**src/rtl/core/tcc_pkg.sv**
```systemverilog
`timescale 1ns / 1ps
`default_nettype none

package tcc_pkg;

  // Console geometry defaults
  localparam int COLUMNS_DEF  = 50;
  localparam int ROWS_DEF     = 20;
  localparam int TAB_STOP_DEF = 4;

  // Field widths
  localparam int FUNC_W  = 2;
  localparam int CHAR_W  = 8;
  localparam int COLOR_W = 8;
  localparam int COL_W   = 6;
  localparam int ROW_W   = 5;
  localparam int KIND_W  = 2;

  // Function codes
  localparam logic [FUNC_W-1:0] FUNC_SET   = 2'd0;
  localparam logic [FUNC_W-1:0] FUNC_PRINT = 2'd1;
  localparam logic [FUNC_W-1:0] FUNC_END   = 2'd2;

  // Result kinds
  localparam logic [KIND_W-1:0] KIND_DRAW   = 2'd0;
  localparam logic [KIND_W-1:0] KIND_SCROLL = 2'd1;
  localparam logic [KIND_W-1:0] KIND_REPORT = 2'd2;

  // Character codes
  localparam logic [CHAR_W-1:0] CH_TAB   = 8'h09;
  localparam logic [CHAR_W-1:0] CH_LF    = 8'h0a;
  localparam logic [CHAR_W-1:0] CH_CR    = 8'h0d;
  localparam logic [CHAR_W-1:0] CH_SPACE = 8'h20;

  // Controller to datapath
  typedef struct packed {
    logic load_item;
    logic set_cursor;
    logic draw;
    logic col_clr;
    logic line_down;
    logic report;
  } cmd_t;

  // Datapath to controller
  typedef struct packed {
    logic [FUNC_W-1:0] func;
    logic              is_tab;
    logic              is_lf;
    logic              is_cr;
    logic              wrap;
    logic              tab_hit;
    logic              row_bottom;
    logic              slot_free;
  } status_t;

endpackage

`default_nettype wire

```
**src/rtl/core/tcc_if.sv**
```systemverilog
`timescale 1ns / 1ps
`default_nettype none

interface tcc_in_if
  import tcc_pkg::*;
();
  logic               valid;
  logic               ready;
  logic [FUNC_W-1:0]  func;
  logic [CHAR_W-1:0]  ch;
  logic [COLOR_W-1:0] fg_color;
  logic [COLOR_W-1:0] bg_color;
  logic [COL_W-1:0]   set_col;
  logic [ROW_W-1:0]   set_row;

  modport source (output valid, func, ch, fg_color, bg_color, set_col, set_row,
                  input ready);
  modport sink (input valid, func, ch, fg_color, bg_color, set_col, set_row,
                output ready);
endinterface

interface tcc_out_if
  import tcc_pkg::*;
();
  logic               valid;
  logic               ready;
  logic [KIND_W-1:0]  kind;
  logic [CHAR_W-1:0]  glyph;
  logic [COLOR_W-1:0] draw_fg;
  logic [COLOR_W-1:0] draw_bg;
  logic [COL_W-1:0]   col;
  logic [ROW_W-1:0]   row;
  logic               last;

  modport source (output valid, kind, glyph, draw_fg, draw_bg, col, row, last,
                  input ready);
  modport sink (input valid, kind, glyph, draw_fg, draw_bg, col, row, last,
                output ready);
endinterface

`default_nettype wire

```
**src/rtl/core/text_console_cursor_engine.sv**
```systemverilog
`timescale 1ns / 1ps
`default_nettype none

// Cursor engine for a character-cell console. Each input transfer sets the
// cursor, prints one character or ends a string, and produces a sequence of
// results (draw glyph, scroll up, cursor report) ending with a report flagged
// by last. Items are handled one at a time: a transfer is taken only while
// the controller is idle, then the EXEC state decodes it and each following
// cycle emits at most one result into the single output register; a row step
// that does not scroll emits nothing, and a stalled output side holds emission.
// A new item can be taken while the last report still waits in the output
// register.
module text_console_cursor_engine
  import tcc_pkg::*;
#(
  parameter int COLUMNS  = COLUMNS_DEF,
  parameter int ROWS     = ROWS_DEF,
  parameter int TAB_STOP = TAB_STOP_DEF
) (
  input  wire logic clk_i,
  input  wire logic rst_ni,
  tcc_in_if.sink    in_i,
  tcc_out_if.source out_o
);

  cmd_t    cmd;
  status_t status;
  logic    in_ready;

  assign in_i.ready = in_ready;

  tcc_ctrl u_ctrl (
    .clk_i      (clk_i),
    .rst_ni     (rst_ni),
    .in_valid_i (in_i.valid),
    .in_ready_o (in_ready),
    .status_i   (status),
    .cmd_o      (cmd)
  );

  tcc_dp #(
    .COLUMNS  (COLUMNS),
    .ROWS     (ROWS),
    .TAB_STOP (TAB_STOP)
  ) u_dp (
    .clk_i       (clk_i),
    .rst_ni      (rst_ni),
    .cmd_i       (cmd),
    .status_o    (status),
    .func_i      (in_i.func),
    .ch_i        (in_i.ch),
    .fg_color_i  (in_i.fg_color),
    .bg_color_i  (in_i.bg_color),
    .set_col_i   (in_i.set_col),
    .set_row_i   (in_i.set_row),
    .out_valid_o (out_o.valid),
    .out_ready_i (out_o.ready),
    .kind_o      (out_o.kind),
    .glyph_o     (out_o.glyph),
    .draw_fg_o   (out_o.draw_fg),
    .draw_bg_o   (out_o.draw_bg),
    .col_o       (out_o.col),
    .row_o       (out_o.row),
    .last_o      (out_o.last)
  );

endmodule

`default_nettype wire

```
**src/rtl/core/tcc_ctrl.sv**
```systemverilog
`timescale 1ns / 1ps
`default_nettype none

module tcc_ctrl
  import tcc_pkg::*;
(
  input  wire logic    clk_i,
  input  wire logic    rst_ni,
  input  wire logic    in_valid_i,
  output logic         in_ready_o,
  input  wire status_t status_i,
  output cmd_t         cmd_o
);

  localparam logic [2:0] ST_IDLE   = 3'd0;
  localparam logic [2:0] ST_EXEC   = 3'd1;
  localparam logic [2:0] ST_DRAW   = 3'd2;
  localparam logic [2:0] ST_NL     = 3'd3;
  localparam logic [2:0] ST_REPORT = 3'd4;

  logic [2:0] state_q, state_d;
  logic       nl_left_q, nl_left_d;

  always_comb begin
    state_d    = state_q;
    nl_left_d  = nl_left_q;
    cmd_o      = '0;
    in_ready_o = 1'b0;
    case (state_q)
      ST_IDLE: begin
        in_ready_o = 1'b1;
        if (in_valid_i) begin
          cmd_o.load_item = 1'b1;
          state_d         = ST_EXEC;
        end
      end
      ST_EXEC: begin
        case (status_i.func)
          FUNC_SET: begin
            cmd_o.set_cursor = 1'b1;
            state_d          = ST_REPORT;
          end
          FUNC_PRINT: begin
            if (status_i.is_lf) begin
              cmd_o.col_clr = 1'b1;
              nl_left_d     = 1'b0;
              state_d       = ST_NL;
            end else if (status_i.is_cr) begin
              state_d = ST_REPORT;
            end else begin
              state_d = ST_DRAW;
            end
          end
          FUNC_END: begin
            nl_left_d = 1'b1;
            state_d   = ST_NL;
          end
          default: state_d = ST_REPORT;
        endcase
      end
      ST_DRAW: begin
        if (status_i.slot_free) begin
          cmd_o.draw = 1'b1;
          if (status_i.wrap) begin
            // wrap lands on column zero, which also ends a tab
            nl_left_d = 1'b0;
            state_d   = ST_NL;
          end else if (!status_i.is_tab || status_i.tab_hit) begin
            state_d = ST_REPORT;
          end
        end
      end
      ST_NL: begin
        // a row step emits nothing; only a scroll needs the output slot
        if (status_i.slot_free || !status_i.row_bottom) begin
          cmd_o.line_down = 1'b1;
          if (nl_left_q) begin
            nl_left_d = 1'b0;
          end else begin
            state_d = ST_REPORT;
          end
        end
      end
      ST_REPORT: begin
        if (status_i.slot_free) begin
          cmd_o.report = 1'b1;
          state_d      = ST_IDLE;
        end
      end
      default: state_d = ST_IDLE;
    endcase
  end

  always_ff @(posedge clk_i or negedge rst_ni) begin
    if (!rst_ni) begin
      state_q   <= ST_IDLE;
      nl_left_q <= 1'b0;
    end else begin
      state_q   <= state_d;
      nl_left_q <= nl_left_d;
    end
  end

  a_ready_idle: assert property (@(posedge clk_i) disable iff (!rst_ni)
    in_ready_o |-> (state_q == ST_IDLE))
    else $error("input taken outside idle");

  a_load_to_exec: assert property (@(posedge clk_i) disable iff (!rst_ni)
    cmd_o.load_item |=> (state_q == ST_EXEC))
    else $error("accepted item not dispatched");

  a_report_to_idle: assert property (@(posedge clk_i) disable iff (!rst_ni)
    cmd_o.report |=> (state_q == ST_IDLE) && !nl_left_q)
    else $error("report did not close the item");

endmodule

`default_nettype wire

```
**src/rtl/core/tcc_dp.sv**
```systemverilog
`timescale 1ns / 1ps
`default_nettype none

module tcc_dp
  import tcc_pkg::*;
#(
  parameter int COLUMNS  = COLUMNS_DEF,
  parameter int ROWS     = ROWS_DEF,
  parameter int TAB_STOP = TAB_STOP_DEF
) (
  input  wire logic               clk_i,
  input  wire logic               rst_ni,
  input  wire cmd_t               cmd_i,
  output status_t                 status_o,
  input  wire logic [FUNC_W-1:0]  func_i,
  input  wire logic [CHAR_W-1:0]  ch_i,
  input  wire logic [COLOR_W-1:0] fg_color_i,
  input  wire logic [COLOR_W-1:0] bg_color_i,
  input  wire logic [COL_W-1:0]   set_col_i,
  input  wire logic [ROW_W-1:0]   set_row_i,
  output logic                    out_valid_o,
  input  wire logic               out_ready_i,
  output logic [KIND_W-1:0]       kind_o,
  output logic [CHAR_W-1:0]       glyph_o,
  output logic [COLOR_W-1:0]      draw_fg_o,
  output logic [COLOR_W-1:0]      draw_bg_o,
  output logic [COL_W-1:0]        col_o,
  output logic [ROW_W-1:0]        row_o,
  output logic                    last_o
);

  localparam int CW  = $clog2(COLUMNS);
  localparam int RW  = (ROWS > 2) ? $clog2(ROWS) : 1;
  localparam int SCW = (CW > COL_W) ? CW : COL_W;
  localparam int SRW = (RW > ROW_W) ? RW : ROW_W;

  // Latched item
  logic [FUNC_W-1:0]  func_q;
  logic [CHAR_W-1:0]  ch_q;
  logic [COLOR_W-1:0] fg_q, bg_q;
  logic [COL_W-1:0]   scol_q;
  logic [ROW_W-1:0]   srow_q;

  // Cursor
  logic [CW-1:0] col_q, col_d;
  logic [RW-1:0] row_q, row_d;

  // Output register
  logic               out_valid_q;
  logic [KIND_W-1:0]  kind_q;
  logic [CHAR_W-1:0]  glyph_q;
  logic [COLOR_W-1:0] draw_fg_q, draw_bg_q;
  logic [COL_W-1:0]   ocol_q;
  logic [ROW_W-1:0]   orow_q;
  logic               last_q;

  logic [CW:0]   col_inc;
  logic          wrap;
  logic [CW-1:0] adv_col;
  logic          tab_hit;
  logic          row_bottom;
  logic          slot_free;
  logic          scroll_emit;
  logic          emit;
  logic [CW-1:0] sat_col;
  logic [RW-1:0] sat_row;

  assign col_inc    = {1'b0, col_q} + (CW+1)'(1);
  assign wrap       = col_inc >= (CW+1)'(COLUMNS);
  assign adv_col    = wrap ? '0 : col_inc[CW-1:0];
  assign row_bottom = (row_q == RW'(ROWS - 1));
  assign slot_free  = !out_valid_q || out_ready_i;
  assign scroll_emit = cmd_i.line_down && row_bottom;
  assign emit       = cmd_i.draw || cmd_i.report || scroll_emit;

  // Tab stops: parallel compare against each multiple of the stop width
  always_comb begin
    tab_hit = 1'b0;
    for (int k = 0; k < COLUMNS; k += TAB_STOP) begin
      if (adv_col == CW'(k)) tab_hit = 1'b1;
    end
  end

  assign sat_col = (SCW'(scol_q) > SCW'(COLUMNS - 1)) ? CW'(COLUMNS - 1) : CW'(scol_q);
  assign sat_row = (SRW'(srow_q) > SRW'(ROWS - 1)) ? RW'(ROWS - 1) : RW'(srow_q);

  always_comb begin
    status_o            = '0;
    status_o.func       = func_q;
    status_o.is_tab     = (ch_q == CH_TAB);
    status_o.is_lf      = (ch_q == CH_LF);
    status_o.is_cr      = (ch_q == CH_CR);
    status_o.wrap       = wrap;
    status_o.tab_hit    = tab_hit;
    status_o.row_bottom = row_bottom;
    status_o.slot_free  = slot_free;
  end

  always_comb begin
    col_d = col_q;
    row_d = row_q;
    if (cmd_i.set_cursor) begin
      col_d = sat_col;
      row_d = sat_row;
    end
    if (cmd_i.draw) col_d = adv_col;
    if (cmd_i.col_clr) col_d = '0;
    if (cmd_i.line_down && !row_bottom) row_d = row_q + RW'(1);
  end

  always_ff @(posedge clk_i or negedge rst_ni) begin
    if (!rst_ni) begin
      col_q       <= '0;
      row_q       <= '0;
      out_valid_q <= 1'b0;
    end else begin
      col_q <= col_d;
      row_q <= row_d;
      if (emit) begin
        out_valid_q <= 1'b1;
      end else if (out_ready_i) begin
        out_valid_q <= 1'b0;
      end
    end
  end

  always_ff @(posedge clk_i) begin
    if (cmd_i.load_item) begin
      func_q <= func_i;
      ch_q   <= ch_i;
      fg_q   <= fg_color_i;
      bg_q   <= bg_color_i;
      scol_q <= set_col_i;
      srow_q <= set_row_i;
    end
    if (emit) begin
      kind_q    <= cmd_i.draw ? KIND_DRAW : (cmd_i.report ? KIND_REPORT : KIND_SCROLL);
      glyph_q   <= cmd_i.draw ? ((ch_q == CH_TAB) ? CH_SPACE : ch_q) : '0;
      draw_fg_q <= cmd_i.draw ? fg_q : '0;
      draw_bg_q <= cmd_i.draw ? bg_q : '0;
      ocol_q    <= scroll_emit ? '0 : COL_W'(col_q);
      orow_q    <= ROW_W'(row_q);
      last_q    <= cmd_i.report;
    end
  end

  assign out_valid_o = out_valid_q;
  assign kind_o      = kind_q;
  assign glyph_o     = glyph_q;
  assign draw_fg_o   = draw_fg_q;
  assign draw_bg_o   = draw_bg_q;
  assign col_o       = ocol_q;
  assign row_o       = orow_q;
  assign last_o      = last_q;

  a_col_range: assert property (@(posedge clk_i) disable iff (!rst_ni)
    {1'b0, col_q} < (CW+1)'(COLUMNS))
    else $error("cursor column out of range");

  a_row_range: assert property (@(posedge clk_i) disable iff (!rst_ni)
    {1'b0, row_q} < (RW+1)'(ROWS))
    else $error("cursor row out of range");

  a_one_result: assert property (@(posedge clk_i) disable iff (!rst_ni)
    $onehot0({cmd_i.draw, cmd_i.report, scroll_emit}))
    else $error("two results in one cycle");

  a_slot_free: assert property (@(posedge clk_i) disable iff (!rst_ni)
    emit |-> slot_free)
    else $error("result overwrote a pending transfer");

endmodule

`default_nettype wire
```
**src/flat_wrapper.sv**
```systemverilog
// flat-port wrapper written by rule: the top's interface ports become plain ports
module text_console_cursor_engine_flat import tcc_pkg::*;
#(
  parameter int COLUMNS  = COLUMNS_DEF,
  parameter int ROWS     = ROWS_DEF,
  parameter int TAB_STOP = TAB_STOP_DEF
)
  (clk_i, rst_ni, in_i_valid, in_i_func, in_i_ch, in_i_fg_color, in_i_bg_color, in_i_set_col, in_i_set_row, in_i_ready, out_o_valid, out_o_kind, out_o_glyph, out_o_draw_fg, out_o_draw_bg, out_o_col, out_o_row, out_o_last, out_o_ready);
  tcc_in_if in_i_i ();
  tcc_out_if out_o_i ();
  input  wire logic clk_i;
  input  wire logic rst_ni;
  input wire logic [$bits(in_i_i.valid)-1:0] in_i_valid;
  input wire logic [$bits(in_i_i.func)-1:0] in_i_func;
  input wire logic [$bits(in_i_i.ch)-1:0] in_i_ch;
  input wire logic [$bits(in_i_i.fg_color)-1:0] in_i_fg_color;
  input wire logic [$bits(in_i_i.bg_color)-1:0] in_i_bg_color;
  input wire logic [$bits(in_i_i.set_col)-1:0] in_i_set_col;
  input wire logic [$bits(in_i_i.set_row)-1:0] in_i_set_row;
  output wire logic [$bits(in_i_i.ready)-1:0] in_i_ready;
  output wire logic [$bits(out_o_i.valid)-1:0] out_o_valid;
  output wire logic [$bits(out_o_i.kind)-1:0] out_o_kind;
  output wire logic [$bits(out_o_i.glyph)-1:0] out_o_glyph;
  output wire logic [$bits(out_o_i.draw_fg)-1:0] out_o_draw_fg;
  output wire logic [$bits(out_o_i.draw_bg)-1:0] out_o_draw_bg;
  output wire logic [$bits(out_o_i.col)-1:0] out_o_col;
  output wire logic [$bits(out_o_i.row)-1:0] out_o_row;
  output wire logic [$bits(out_o_i.last)-1:0] out_o_last;
  input wire logic [$bits(out_o_i.ready)-1:0] out_o_ready;
  assign in_i_i.valid = in_i_valid;
  assign in_i_i.func = in_i_func;
  assign in_i_i.ch = in_i_ch;
  assign in_i_i.fg_color = in_i_fg_color;
  assign in_i_i.bg_color = in_i_bg_color;
  assign in_i_i.set_col = in_i_set_col;
  assign in_i_i.set_row = in_i_set_row;
  assign in_i_ready = in_i_i.ready;
  assign out_o_valid = out_o_i.valid;
  assign out_o_kind = out_o_i.kind;
  assign out_o_glyph = out_o_i.glyph;
  assign out_o_draw_fg = out_o_i.draw_fg;
  assign out_o_draw_bg = out_o_i.draw_bg;
  assign out_o_col = out_o_i.col;
  assign out_o_row = out_o_i.row;
  assign out_o_last = out_o_i.last;
  assign out_o_i.ready = out_o_ready;
  text_console_cursor_engine #(.COLUMNS(COLUMNS), .ROWS(ROWS), .TAB_STOP(TAB_STOP)) u_core (.clk_i(clk_i), .rst_ni(rst_ni), .in_i(in_i_i), .out_o(out_o_i));
endmodule
```
**config.mk**
```make
export PLATFORM = sky130hd
export DESIGN_NAME = text_console_cursor_engine_flat
export DESIGN_NICKNAME = d
export VERILOG_FILES = /design/src/rtl/core/tcc_pkg.sv /design/src/rtl/core/tcc_if.sv /design/src/rtl/core/text_console_cursor_engine.sv /design/src/rtl/core/tcc_ctrl.sv /design/src/rtl/core/tcc_dp.sv /design/src/flat_wrapper.sv
export SDC_FILE = /design/constraint.sdc
export NUM_CORES = 1
export LEC_CHECK = 0
export BUFFER_PORTS_ARGS = -buffer_cell sky130_fd_sc_hd__buf_4
export CAP_MARGIN = 20
export CORE_ASPECT_RATIO = 1.1
export CORE_MARGIN = 2
export CORE_UTILIZATION = 50
export DETAILED_ROUTE_END_ITERATION = 16
export PLACE_DENSITY = 0.79
export SLEW_MARGIN = 5
export SYNTH_ARGS = -nofsm -noshare
export SYNTH_HDL_FRONTEND = slang
export SYNTH_HIERARCHICAL = 1
export SYNTH_SLANG_ARGS = --single-unit
```
**constraint.sdc**
```tcl
create_clock -name clk_i -period 4 [get_ports clk_i]
set_clock_uncertainty 0.2 [all_clocks]
set_input_delay 0.2 -clock clk_i [delete_from_list [all_inputs] [get_ports clk_i]]
set_output_delay 0.2 -clock clk_i [all_outputs]
set_load 0.05 [all_outputs]
```
Word level (Yosys, flattened, before mapping)
Cells that the tools add are included.
{"block": "totals", "register_bits": 91, "in_bits": 41, "elab_cells": 131}
{"block": "op_classes", "add_sub_neg": 2, "order_cmp": 3, "eq_ne": 31, "muxes": 55, "bitwise_logic": 1, "reduce_logical": 20}
{"cell": "6-bit 2-to-1 mux", "n": 6}
{"cell": "1-bit 2-to-1 mux", "n": 32}
{"cell": "6-bit equality test, second input constant", "n": 5}
{"cell": "3-bit 2-to-1 mux", "n": 9}
{"cell": "6-bit by 5-bit equality test with 1-bit output, second input constant", "n": 4}
{"cell": "8-bit by 4-bit equality test with 1-bit output, second input constant", "n": 3}
{"cell": "5-bit 2-to-1 mux", "n": 3}
{"cell": "3-bit one-hot mux with 5 select lines", "n": 1}
{"cell": "6-bit by 4-bit equality test with 1-bit output, second input constant", "n": 2}
{"cell": "2-bit != test, second input constant", "n": 6}
{"cell": "6-bit AND reduction", "n": 2}
{"cell": "6-bit by 1-bit adder with 7-bit output, second input constant", "n": 1}
{"cell": "7-bit by 6-bit greater-or-equal comparator with 1-bit output, second input constant", "n": 1}
{"cell": "3-bit by 2-bit equality test with 1-bit output, second input constant", "n": 2}
{"cell": "6-bit by 3-bit equality test with 1-bit output, second input constant", "n": 1}
{"cell": "6-bit > comparator, second input constant", "n": 1}
{"cell": "6-bit logical NOT", "n": 1}
{"cell": "3-bit one-hot mux with 2 select lines", "n": 1}
{"cell": "3-bit nonzero test", "n": 2}
{"cell": "5-bit by 1-bit adder with 5-bit output, second input constant", "n": 1}
{"cell": "5-bit equality test, second input constant", "n": 1}
{"cell": "5-bit > comparator, second input constant", "n": 1}
{"cell": "1-bit logical OR", "n": 5}
{"cell": "2-bit nonzero test", "n": 2}
{"cell": "other kinds (16)", "n": 19}

Logic depth before layout (Yosys ltp)
Gate-level depths: netlist of the first run.
{"block": "logic_depth", "depth_word": 22, "mapped_depth": 10}

Modules after synthesis
The synthesis of the first run kept the hierarchy.
{"module": "tcc_dp", "n_inst": 1, "cells_per_inst": 223, "area_per_inst_um2": 3468.3}
{"module": "tcc_ctrl", "n_inst": 1, "cells_per_inst": 60, "area_per_inst_um2": 471.7}

Worst setup path after synthesis of the first run
OpenSTA, ideal clock, no wires.
{"block": "synth_path", "kind": "reg2reg", "start": "register u_core.u_ctrl.state_q[1]", "end": "register u_core.u_dp.bg_q[0], enable pin", "setup_ps": 398, "arrival_time_ps": 2722, "required_time_ps": 3402, "slack_ps": 681, "stages_incl_launch_ff": 4, "n_path_buf": 1, "cell_sequence": "dfrtp_1 -> buf_2 -> nor3_1 -> and2_1"}
{"item": "start: declaration", "line_no": "tcc_ctrl.sv:21", "rtl": "logic [2:0] state_q, state_d;"}
{"item": "start signal: assignment", "line_no": "tcc_ctrl.sv:99", "rtl": "state_q <= state_d;"}
{"item": "end signal: assignment", "line_no": "tcc_dp.sv:132", "rtl": "bg_q <= bg_color_i;"}
{"item": "end: declaration", "line_no": "tcc_dp.sv:40", "rtl": "logic [COLOR_W-1:0] fg_q, bg_q;"}

==> impl_metrics.csv, run 1 <==
group,metric,value,unit
critical_path,reg2reg_from,"u_core/u_dp/row_q[0]$_DFFE_PN0P_",
route,routed_wl,7.73,mm
power,p_int,2110,uW
critical_path,start_kind,"register",
clock_tree,clock-sinks,91,
run,maxCapViolations,0,
clock_tree,numCtsBuffers,9,
floorplan,io_pins,81,
synth,yosysTopAreaCell,"edfxtp_1",
route,routedWlPerCell,15.2,um
global_route,grt_util_all_layers,0.187,
power,irDropWorstVdd,0.308,mV
hold_path,hold_class,"in -> async",
timing,fin_crit,3080,ps
synth,syn_area,0.00394,mm^2
synth,synth_edf_count,75,
power,p_leak,0.00203,uW
timing,maxSlewViolCount,0,
clock_tree,clkLatencyLatePin,350,ps
critical_path,criticalPathCategory,"reg -> reg",
synth,synth_fp_nets,331,
route,drc,0,
timing,rsz0062_at_grt,"no",
power,p_per_area,683,mW/mm^2
synth,yosys-top-cells-area,"edfxtp_1, dfrtp_1, and2_1",
timing,whs,33.9,ps
timing,setup_tns,0,ps
clock_tree,ctsHtreeMaxLevel,3,
critical_path,rr_worst_depth,7,
global_route,grt_pass1_vias,2528,
synth,synth.avg_cell_area,13.9,um^2
synth,synth_top_area_share,0.572,
final_layout,nNetsFinal,447,
route,antenna_left,0,
floorplan,die_h,97.1,um
global_route,grt_pass1_wl,12.2,mm
synth,synth_seq_cells,91,
timing,fmax,0.325,GHz
timing,setup_viol,0,
status,status,"finished clean",
synth,synth_seq_area_share,0.673,
power,p_switching,1440,uW
floorplan,start_util,0.521,
critical_path,reg2reg_to,"u_core/u_dp/draw_bg_o[2]$_SDFFCE_PN0P_",
power,p_clk_frac,0.165,
clock_tree,postCtsSetupRepairBufs,0,
floorplan,die_w,88.6,um
route,num_vias,2655,
timing,hold_viol,0,
power,p_comb_frac,0.390,
final_layout,area_delta_synth_final,31.8,%
final_layout,diodes,0,
synth,synth_most_common_cell,"edfxtp_1",
global_route,grt_max_degree,38,
floorplan,rows,33,
clock_tree,cts_tree,"yes",
clock_tree,clkTransAtPathRegs,100,ps
critical_path,cp-end-kind,"register",
synth,synth_warnings,6,
clock_tree,cts_root_buffer,"clkbuf_8",
route,drtIter0Drc,171,
synth,synthFlopType,"edfxtp_1",
route,viasPerCell,5.22,
floorplan,dieArea,0.00861,mm^2
route,firstDrtPassIters,4,
final_layout,drive_gt1_frac,0.277,
critical_path,r2r_slack,920,ps
power,swShare,0.405,
timing,maxSlewHeadroom,0.411,
synth,yosys-top-cells-count,"edfxtp_1, and2_1, dfrtp_1, nand2_1, o21ai_0",
critical_path,crit_arrival,2940,ps
timing,period_share,0.769,
critical_path,cp_max_fo,26,
synth,async_flop_share,0.176,
power,seq_power_share,0.445,
global_route,grt-ovfl-total,0,
placement,dp_hpwl,5.13,mm
synth,syn_inst,283,
synth,ys_types,59,
placement,place.gp.congestion,0.902,
global_route,antenna_found_initial,0,
floorplan,core,0.00756,mm^2
placement,numPortBuffers,80,
critical_path,crit_required,3860,ps
timing,worst_pin_slew,884,ps
clock_tree,ctsLongestPathBuffers,2,
-- cell families after synthesis --
logic type,share of synthesized area
AOI/OAI and AO/OA,0.0997
xor gates and xnor gates,0.00667
adders and majority gates,0.0222
buffers and inverters,0.0273
DFF,0.673
muxes,0.00762
and+or+nand+nor,0.163
-- power groups by stage --
stage	logic [uW]	clock network, uW	registers, uW
floorplan	673	0	1900
global placement	1310	0	1580
detailed placement	1340	0	1590
CTS	1380	599	1570
global route	1480	638	1610
finish	1380	586	1580
-- per-layer routing --
| layer | vias up | share of wire | wire length, um | GRT usage |
|---|---|---|---|---|
| met3 | 13 | 0.037 | 287 | 0.0442 |
| met4 | 0 | 0.018 | 136 | 0.0676 |
| li1 | 1286 | - | - | - |
| met1 | 1270 | 0.42 | 3260 | 0.240 |
| met2 | 86 | 0.52 | 4040 | 0.306 |
| met5 | - | 0 | 0 | 0 |
-- flip-flops by register name (all words and copies together), names as in the netlist, 6 cells and up --
name,count
u_core/u_dp/draw_fg_o,8
u_core/u_dp/col_q,6
u_core/u_dp/glyph_o,8
u_core/u_dp/scol_q,6
u_core/u_dp/bg_q,8
u_core/u_dp/ch_q,8
u_core/u_dp/draw_bg_o,8
u_core/u_dp/fg_q,8
u_core/u_dp/col_o,6
-- critical path, stage by stage, from the launching register on --
cell	delay [ps]
dfrtp_1	440
ha_1	260
and4bb_1	280
nor2b_1	170
nor2_1	430
nand2_1	250
nand2_1	490
buf_12	260
-- how the worst max path moves through the flow --
| stage | to | depth (start not counted) | slack, ps | start |
|---|---|---|---|---|
| global route | u_core/u_dp/last_o$_DFFE_PP_ | 7 | 770 | u_core/u_dp/row_q[0]$_DFFE_PN0P_ |
| global placement | u_core/u_dp/draw_bg_o[5]$_SDFFCE_PN0P_ | 7 | 1140 | u_core/u_dp/row_q[0]$_DFFE_PN0P_ |
| CTS | u_core/u_dp/row_o[3]$_DFFE_PP_ | 7 | 950 | u_core/u_dp/row_q[0]$_DFFE_PN0P_ |
| floorplan | u_core/u_dp/bg_q[0]$_DFFE_PP_ | 3 | 680 | u_core/u_ctrl/state_q[1]$_DFFE_PN0P_ |
| finish | u_core/u_dp/draw_bg_o[2]$_SDFFCE_PN0P_ | 7 | 920 | u_core/u_dp/row_q[0]$_DFFE_PN0P_ |
| detailed placement | u_core/u_dp/draw_bg_o[3]$_SDFFCE_PN0P_ | 7 | 980 | u_core/u_dp/row_q[0]$_DFFE_PN0P_ |
-- final cells by class --
| type | instances | area [um^2] |
|---|---|---|
| Sequential cell | 91 | 2650 |
| Fill cell | 526 | 2360 |
| Multi-Input combinational cell | 169 | 1180 |
| Timing Repair Buffer | 119 | 1000 |
| Tap cell | 105 | 131 |
| Clock buffer | 9 | 124 |
| Clock inverter | 7 | 70.1 |
| Inverter | 9 | 33.8 |
-- what timing repair did --
item,in CTS,in global routing
hold buffers,38,0
hold endpoints to repair,53,0
gates resized for setup,0,0
-- through the flow --
stage	instances	setup slack (ps)	area, um^2	total power, uW	utilization
5_1_grt	509	765	5190	3730	0.687
6_report	509	922	5190	3550	0.687
2_1_floorplan	283	681	3940	2570	-
4_1_cts	509	947	5190	3550	0.687
3_5_place_dp	455	984	4620	2930	0.611
3_3_place_gp	455	1140	4620	2890	0.611
-- cells in the final DEF (no fill, tap or decap), types with 4 or more instances in the layout --
cell type	instances
nand3_1	7
and2_1	28
nor2b_1	8
inv_1	9
clkbuf_8	9
dfrtp_1	16
or3_1	5
buf_4	80
nand3b_1	5
nand2b_1	7
nand2_1	11
nor2_1	9
edfxtp_1	75
dlygate4sd3_1	38
a21oi_1	6
ha_1	7
o21ai_0	10
o22ai_1	4
a31oi_1	4
(Power assumes the default switching activity.)
==> run 2, diff against run 1 <==
--- a/config.mk
+++ b/config.mk
@@ -5,13 +5,14 @@
 export SDC_FILE = /design/constraint.sdc
 export NUM_CORES = 1
 export LEC_CHECK = 0
+export ABC_AREA = 1
 export BUFFER_PORTS_ARGS = -buffer_cell sky130_fd_sc_hd__buf_4
 export CAP_MARGIN = 20
 export CORE_ASPECT_RATIO = 1.1
 export CORE_MARGIN = 2
 export CORE_UTILIZATION = 50
 export DETAILED_ROUTE_END_ITERATION = 16
-export PLACE_DENSITY = 0.79
+export PLACE_DENSITY = 0.81
 export SLEW_MARGIN = 5
 export SYNTH_ARGS = -nofsm -noshare
 export SYNTH_HDL_FRONTEND = slang
==> constraint.sdc (replaced) <==
create_clock -name clk_i -period 2.65 [get_ports clk_i]
set_clock_uncertainty 0.2 [all_clocks]
set_input_delay 0.1325 -clock clk_i [delete_from_list [all_inputs] [get_ports clk_i]]
set_output_delay 0.1325 -clock clk_i [all_outputs]
set_load 0.05 [all_outputs]
==> run 2 against run 1 <==
  * Cell count increased by 25%
  * Sequential share of layout area decreased by 2.8 points
  * Via count increased by 18%
  * Global-route usage increased by 2.2 points
  * Worst hold slack improved by 12 ps
  * Combinational power increased by 57%
  * Cell area increased by 5.8%
  * Count of clock-buffer cells in the layout unchanged
  * Total power increased by 56%
  * Fmax increased by 32%
  * Sequential power increased by 46%
  * Critical endpoint is now u_core/u_dp/col_q[5]$_DFFE_PN0P_
==> impl_metrics.csv, run 2 <==
group,metric,value,unit
status,status,"finished clean",
clock_tree,ctsHtreeMaxLevel,3,
clock_tree,clkTransAtPathRegs,90,ps
route,antenna_left,0,
floorplan,io_pins,81,
clock_tree,clock-sinks,91,
timing,maxSlewHeadroom,0.456,
critical_path,cp_slowest_stage_delay,510,ps
synth,syn_area,0.00413,mm^2
critical_path,cp-startpoint,"u_core/u_ctrl/state_q[1]$_DFFE_PN0P_",
timing,setup_tns,0,ps
timing,maxSlewViolCount,0,
critical_path,crit_arrival,2440,ps
floorplan,die_h,99.3,um
final_layout,area_delta_synth_final,33.1,%
global_route,antenna_found_initial,0,
synth,syn_inst,399,
timing,period_share,0.882,
floorplan,start_util,0.519,
synth,yosys-top-cells-area,"edfxtp_1, nand2_1, dfrtp_1",
critical_path,reg2reg_from,"u_core/u_ctrl/state_q[1]$_DFFE_PN0P_",
route,routedWlPerCell,13.8,um
clock_tree,clkLatencyLatePin,360,ps
placement,place.gp.congestion,0.984,
route,firstDrtPassIters,5,
critical_path,start_kind,"register",
clock_tree,cts_tree,"yes",
global_route,grt-ovfl-total,0,
final_layout,final_util,0.691,
critical_path,cp_max_fo,16,
synth,synth_warnings,6,
route,num_vias,3123,
final_layout,drive_gt1_frac,0.247,
synth,synth_top_area_share,0.545,
final_layout,nNetsFinal,573,
critical_path,cp-end-kind,"register",
timing,fin_crit,2340,ps
synth,synth_most_common_cell,"nand2_1",
critical_path,path_common_cell,"nand2_1",
synth,yosysTopAreaCell,"edfxtp_1",
timing,fmax,0.428,GHz
synth,synth.avg_cell_area,10.4,um^2
final_layout,layout_common_cells,"nand2_1, buf_4, edfxtp_1, inv_1, dlygate4sd3_1",
route,viasPerCell,4.89,
route,drc,0,
hold_path,min_from,"in_i_valid",
placement,numPortBuffers,80,
power,p_per_area,1010,mW/mm^2
global_route,grt_util_all_layers,0.209,
critical_path,cp_top_family,"simple AND/OR/NAND/NOR gates",
floorplan,core,0.00796,mm^2
critical_path,crit_required,2750,ps
synth,synthFlopType,"edfxtp_1",
route,drtIter0Drc,163,
clock_tree,numCtsBuffers,9,
floorplan,dieArea,0.00900,mm^2
global_route,grt_pass1_vias,3026,
timing,worst_pin_slew,813,ps
timing,rsz0062_at_grt,"no",
run,maxCapViolations,0,
final_layout,diodes,0,
critical_path,criticalPathCategory,"reg -> reg",
clock_tree,ctsLongestPathBuffers,2,
timing,whs,45.8,ps
timing,setup_viol,0,
synth,synth_seq_cells,91,
timing,hold_viol,0,
synth,synth_seq_area_share,0.642,
synth,synth_fp_nets,447,
clock_tree,cts_root_buffer,"clkbuf_8",
final_layout,fill_cells,552,
synth,synth_edf_count,75,
floorplan,rows,34,
final_layout,layout_commonest_cell,"nand2_1",
route,routed_wl,8.81,mm
power,total_power,5540,uW
critical_path,cp_cell_sequence,"inv_2, nor2_4, nand2_1, nor2_2, inv_1, a21oi_2, inv_1, nor2_1, nand2_1, nand2_1",
synth,async_flop_share,0.176,
synth,yosys-top-cells-count,"nand2_1, edfxtp_1, inv_1, nor2_1, nand3_1",
floorplan,die_w,90.7,um
critical_path,cp_num_buf_inv,3,
global_route,grt_pass1_wl,14.5,mm
synth,ys_types,34,
hold_path,hold_class,"in -> reg",
power,irDropWorstVdd,0.539,mV
placement,dp_hpwl,5.65,mm
critical_path,critical-path-slowest-cell,"nor2_2",
power,p_leak,0.00256,uW
global_route,grt_max_degree,33,
run 2: cell types whose count changed in the layout (fill, tap and decap cells not counted), moves of 5 or more:
cell,delta
buf_4,+5
nand3_2,+7
nand3b_1,-5
or3_1,-5
nor2b_1,-8
nand2b_1,-7
nand2_1,+100
inv_2,+5
nor2_1,+23
nand3_1,+14
inv_1,+58
and2_1,-28
run 2: metrics by stage:
step / std cells / instance area, um^2 / worst slack (ps)
2_1_floorplan: 399 / 4140 / 20.9
3_3_place_gp: 582 / 4860 / 413
3_5_place_dp: 582 / 4860 / 349
4_1_cts: 638 / 5500 / 342
5_1_grt: 638 / 5500 / 90.4
6_report: 638 / 5500 / 313
run 2: power by group:
| part | total (uW) | switching, uW | internal [uW] |
|---|---|---|---|
| Sequential | 2300 | 246 | 2060 |
| Combinational | 2170 | 1480 | 690 |
| Clock | 1080 | 531 | 546 |
run 2: area by class of cell:
| type | instances | area (um^2) | area share |
|---|---|---|---|
| Inverter | 72 | 270 | 0.0492 |
| Timing Repair Buffer | 127 | 1080 | 0.196 |
| Multi-Input combinational cell | 224 | 1130 | 0.205 |
| Clock inverter | 7 | 109 | 0.0198 |
| Sequential cell | 91 | 2650 | 0.483 |
| Tap cell | 108 | 135 | 0.0246 |
| Clock buffer | 9 | 124 | 0.0225 |
run 2: path summary, 6_finish.rpt:
path                                                        end  slack (ps)  depth (start not counted)
hold / removal                  u_core/u_dp/srow_q[4]$_DFFE_PP_          50                          3
setup reg to reg               u_core/u_dp/col_q[5]$_DFFE_PN0P_         310                         10
hold reg to reg                  u_core/u_dp/row_o[1]$_DFFE_PP_         310                          0
max in group asynchronous  u_core/u_ctrl/state_q[1]$_DFFE_PN0P_        1000                          3
setup / recovery               u_core/u_dp/col_q[5]$_DFFE_PN0P_         310                         10
min in group asynchronous      u_core/u_dp/row_q[3]$_DFFE_PN0P_         750                          3
run 2: kinds of logic after synthesis:
logic type	synth area share
xor+xnor	0.00424
flops	0.642
compound gates	0.0345
fa+ha+maj	0.0212
simple gates	0.210
buf+inv	0.0882
run 2: layer usage:
metal | wire (um) | part of all wire | vias to the layer above | global-route usage
li1 | - | - | 1529 | -
met1 | 3440 | 0.39 | 1464 | 0.239
met2 | 4720 | 0.54 | 104 | 0.376
met3 | 356 | 0.040 | 26 | 0.0432
met4 | 292 | 0.033 | 0 | 0.0994
met5 | 0 | 0 | - | 0
run 2: worst min-delay path, stage by stage:
cell	delay (ps)
buf_4	100
inv_1	100
nor2_4	90
run 2: timing repair:
item | 4_1_cts | 5_1_grt
endpoints found under the hold margin | 54 | 0
setup buffers | 0 | 0
resized for setup | 0 | 0
hold buffers | 40 | 0
